### config.mk
export PLATFORM = sky130hd
export DESIGN_NAME = gcd_vec_cell
export DESIGN_NICKNAME = d
export VERILOG_FILES = /design/src/rtl/gcd_pkg.sv /design/src/rtl/gcd_vec_cell.sv
export SDC_FILE = /design/constraint.sdc
export NUM_CORES = 1
export LEC_CHECK = 0
export BUFFER_PORTS_ARGS = -buffer_cell sky130_fd_sc_hd__buf_2
export CORE_MARGIN = 10
export CORE_UTILIZATION = 45
export DETAILED_ROUTE_END_ITERATION = 7
export PLACE_DENSITY = 0.77
export SETUP_SLACK_MARGIN = 0.4
export SYNTH_ARGS = -nofsm -noshare
export SYNTH_HDL_FRONTEND = slang
export SYNTH_SLANG_ARGS = --single-unit
### constraint.sdc
create_clock -name clock -period 8.4 [get_ports clock]
set_clock_uncertainty 0.05 [all_clocks]
set_input_delay 0.42 -clock clock [delete_from_list [all_inputs] [get_ports clock]]
set_output_delay 0.42 -clock clock [all_outputs]
set_load 0.05 [all_outputs]
### src/rtl/gcd_pkg.sv
// Package: shared types, constants and CORDIC angle table for the great-circle distance core
package gcd_pkg;

   localparam int CORDIC_STAGES = 32;
   localparam int SQRT_STEPS = 32;

   // Channel word widths
   localparam int REQ_W = 126;
   localparam int RSP_W = 35;

   // Angle and coordinate constants (radians in Q2.30)
   localparam logic [63:0] PI_Q60 = 64'h3243F6A8885A308D;
   localparam logic [63:0] DEG_K = (PI_Q60 + 64'd900000000) / 64'd1800000000;
   localparam logic signed [39:0] PI_Q30 = 40'((PI_Q60 + (64'd1 << 29)) >> 30);
   localparam logic signed [39:0] HALF_PI_Q30 = 40'((PI_Q60 + (64'd1 << 30)) >> 31);
   localparam logic signed [39:0] ONE_Q30 = 40'sd1073741824;
   localparam logic [33:0] ONE_Q32 = 34'h100000000;
   localparam logic signed [39:0] GAIN_INV_Q30 = 40'sd652032874;
   localparam logic [32:0] EARTH_RADIUS_MM = 33'd6371000000;
   localparam logic signed [31:0] LAT_LIMIT = 32'sd900000000;

   // Datapath width for CORDIC x/y/z
   localparam int CW = 40;
   typedef logic signed [CW-1:0] cw_type;

   // Angle step table depth, covers every supported stage count
   localparam int ANGLE_DEPTH = 64;
   typedef cw_type [ANGLE_DEPTH-1:0] angle_table_type;

   // Rotation cell word: four independent rotations travel together
   typedef struct packed {
      cw_type [3:0] x;
      cw_type [3:0] y;
      cw_type [3:0] z;
   } rot_type;

   // Vectoring cell word
   typedef struct packed {
      cw_type x;
      cw_type y;
      cw_type z;
   } vec_type;

   // Square-root cell word: two roots in parallel
   typedef struct packed {
      logic [1:0][63:0] v;
      logic [1:0][63:0] r;
   } sqr_type;

   // atan(2^-i) in Q2.30 from the power series in Q62
   function automatic cw_type step_angle(input int i);
      logic [63:0] sum;
      logic [63:0] term;
      int sh;
      sum = 64'd0;
      if (i == 0) begin
         return cw_type'((PI_Q60 + (64'd1 << 31)) >> 32);
      end
      for (int k = 0; k < 64; k++) begin
         sh = i * (2 * k + 1);
         if (sh <= 62) begin
            term = (64'd1 << (62 - sh)) / 64'(2 * k + 1);
            if (k % 2 == 1) sum = sum - term;
            else sum = sum + term;
         end
      end
      return cw_type'((sum + (64'd1 << 31)) >> 32);
   endfunction

   // Constant table of angle steps, indexed by stage
   function automatic angle_table_type build_angle_table();
      angle_table_type tbl;
      for (int i = 0; i < ANGLE_DEPTH; i++) tbl[i] = step_angle(i);
      return tbl;
   endfunction

   localparam angle_table_type ANGLE_TABLE = build_angle_table();

   // Degrees*1e7 difference to radians, right shift sh, sign applied after rounding
   function automatic cw_type to_radians(input logic signed [32:0] d, input int sh);
      logic [32:0] m;
      logic [95:0] p;
      m = d[32] ? 33'(-d) : 33'(d);
      p = (96'(m) * 96'(DEG_K) + (96'd1 << (sh - 1))) >> sh;
      return d[32] ? -cw_type'(p[CW-1:0]) : cw_type'(p[CW-1:0]);
   endfunction

endpackage

### src/rtl/gcd_vec_cell.sv
// Vectoring-mode CORDIC cell: one micro-rotation stage toward the x axis
module gcd_vec_cell (
   input  logic clock,
   input  logic enable,
   input  logic [5:0] stage,
   input  gcd_pkg::vec_type d_in,
   output gcd_pkg::vec_type d_out
);
   gcd_pkg::vec_type q_ff;
   gcd_pkg::vec_type q_in;
   gcd_pkg::cw_type t;

   always_comb begin
      t = gcd_pkg::ANGLE_TABLE[stage];
      if (!d_in.y[gcd_pkg::CW-1]) begin
         q_in.x = d_in.x + (d_in.y >>> stage);
         q_in.y = d_in.y - (d_in.x >>> stage);
         q_in.z = d_in.z + t;
      end else begin
         q_in.x = d_in.x - (d_in.y >>> stage);
         q_in.y = d_in.y + (d_in.x >>> stage);
         q_in.z = d_in.z - t;
      end
   end

   always_ff @(posedge clock) begin
      if (enable) q_ff <= q_in;
   end
   assign d_out = q_ff;
endmodule

==> results.cfg <==
[placement]
dpl.hpwl_microns = 55400
portBuffers = 247
gp_congestion = 1.03

[cells_and_area]
multi_input_area_sq_um = 14600
mostFrequentLayoutCells = buf_2, a21oi_1, nor2_1
seqCellArea_sq_um = 3600
drive_gt1_share_pct = 21.4
fillers = 3948
final_core_util_pct = 50.7
largest_register_ffs = 120
layout_commonest_cell = buf_2
area_delta_synth_final_pct = 11.1
fin_nets = 2532

[detailed_routing]
viasPerCell = 6.57
vias = 18500
routed_wl_microns = 71100
avgRoutedWirePerCell_microns = 25.2
antenna_left = 0
first_iter_violations = 2026
drc = 0
drtPass1Iterations = 6

[synthesis]
synthesis.area_sq_um = 19200
yosys.area.top_type_share_pct = 18.8
ys_ff_latch = 120
synth_area_leader_cell = edfxtp_1
synth_flop_cell = edfxtp_1
yosysWarnings = 0
synth_edf_count = 120
async_reset_ff_share_pct = 0
synth.avg_cell_area_sq_um = 9.21
ys_seq_area_share_pct = 18.8
synth_fp_nets = 2345
syn_inst = 2083
yosysUniqueCellTypes = 98
synth.area.top_cells = edfxtp_1, mux4_2, ha_1, mux2i_1, xnor2_1

[setup_path]
crit_path_cell_trace = clkbuf_8 -> mux4_1 -> mux4_2 -> and2_0 -> a311oi_1 -> a32o_1 -> nor2b_1 -> nand2_1 -> nor3_1 -> xor2_1 -> o21ai_0 -> ha_1 -> a21oi_1 -> o21ai_0 -> or4_1 -> o21ai_0 -> a31oi_1 -> a31oi_1 -> o31ai_1 -> o31a_1 -> a221o_1 -> xnor2_1
slowest_delay_ns = 0.71
critPathLaunchType = input port
cp.required_ns = 8.58
worstPathMaxFanout = 52
cpMostUsedCell = o21ai_0
crit_type = input port to register
crit_arrival_ns = 7.50
cp-startpoint = stage[0]
crit_slowest_cell = mux4_1
cp-end-kind = register

[power_and_ir_drop]
ir_drop_uv = 159
p_per_area_nw_per_um2 = 184
p_total_w = 0.00392
p_leak_nw = 8.83

[hold_path]
hp-start = d_in[40]
hold_path_class = input port to register

[die]
design.die.area_sq_um = 51300
ios = 248
coreArea_sq_um = 42000
die_h_microns = 227
num_rows = 75
die_x_microns = 227
initial_core_util_pct = 45.6

[clock_tree]
clk_transition_reported_paths_ns = 0.05
clk_path_buf_depth = 2
ctsHoldBuffers = 0
cts_root_buf = clkbuf_16
post_cts.repair.setup_buffers = 0
cts.sinks = 120
htreeDepth = 4
cts_resized = 0
cts_buffers = 17
cts_tree = done

[sta]
fmax_ghz = 0.137
finalHoldViolations = 0
period_share_pct = 87.1
setup_tns_ns = 0
finalSetupViolCount = 0
slew_violations = 0
rsz0062_at_grt = false
relSlewSlack_pct = 34.1
worstMarginPinSlew_ns = 0.982
period_minus_slack_ns = 7.32

[flow_run]
drv_cap = 0

[global_route]
grtUsageMet1_pct = 35.3
grt_pass1_wl_microns = 109000
grt_start_max_net_pins = 80
use_met3_pct = 6.93
grt_use_total_pct = 27.5
grt-ovfl-total = 0
antenna_found_initial = 7
grt-busiest-layer = met2
grt_pass1_vias = 18100
use_met2_pct = 43.1

[outcome]
outcome = finished, final reports clean
final timing paths:
kind	endpoint	slack (ns)	cells after the start
max	d_out[118]	1.08	22
min	d_out[40]	0.28	2
cell families after synthesis:
family	share of synthesized area (%)
AOI/OAI and AO/OA	21.4
and+or+nand+nor	14.3
muxes	23.2
xor gates and xnor gates	8.53
buffers and inverters	4.93
adders and majority gates	8.85
DFF	18.8
report_power, final:
part,switching [W],internal (W)
combinational,0.00152,0.000765
clock,0.000275,0.000456
sequential,0.0000323,0.000869
total,0.00183,0.00209
layer usage:
metal  part of all wire (%)  routed length (microns)
met5                  0.079                       56
met4                    3.8                     2730
met3                    9.4                     6690
met2                     46                    32400
met1                     41                    29300
critical path, delay by kind of cell:
family / cells / cell delay (ns)
AOI/OAI and AO/OA: 11 / 2.99
and+or+nand+nor: 5 / 1.69
muxes: 2 / 1.25
buffers and inverters: 1 / 0.46
adders and majority gates: 1 / 0.39
xor gates and xnor gates: 2 / 0.28
metrics by stage:
step                instances  cell area [sq um]  hold WS [ns]  setup slack (ns)
floorplan                2083              19200         0.482              2.03
global placement         2790              20800         0.737             0.876
detailed placement       2790              20800         0.753             0.786
CTS                      2821              21300         0.235              1.31
global route             2822              21300         0.278             0.503
finish                   2823              21300         0.281              1.08
cells in the mapped netlist (12+ instances only):
master and n:
buf_4 16, nand3_1 44, o21ai_0 112, a31oi_1 36, nor2b_1 32, nand2_1 137
o22ai_1 43, a21o_1 65, nand4_1 13, xor2_1 56, a21oi_1 174, nor3_1 19
mux4_2 99, a211oi_1 26, o211ai_1 15, mux2i_1 133, clkbuf_1 46, xnor2_1 131
mux4_1 19, and3_1 12, nand2b_1 35, or3_1 13, buf_2 33, inv_1 54
nor2_1 164, mux2_2 33, edfxtp_1 120, ha_1 131, a21boi_0 12, o21a_1 31
layout make-up:
type	instances	area share, %
multi-input cells	1785	68.7
flip-flops and latches	120	16.9
repair buffers	290	7.59
well taps	539	3.16
clock buffers	20	2.05
inverters	56	0.986
clock inverters	11	0.616
diodes	2	0.0235
Power figures use the tool's default switching activity.
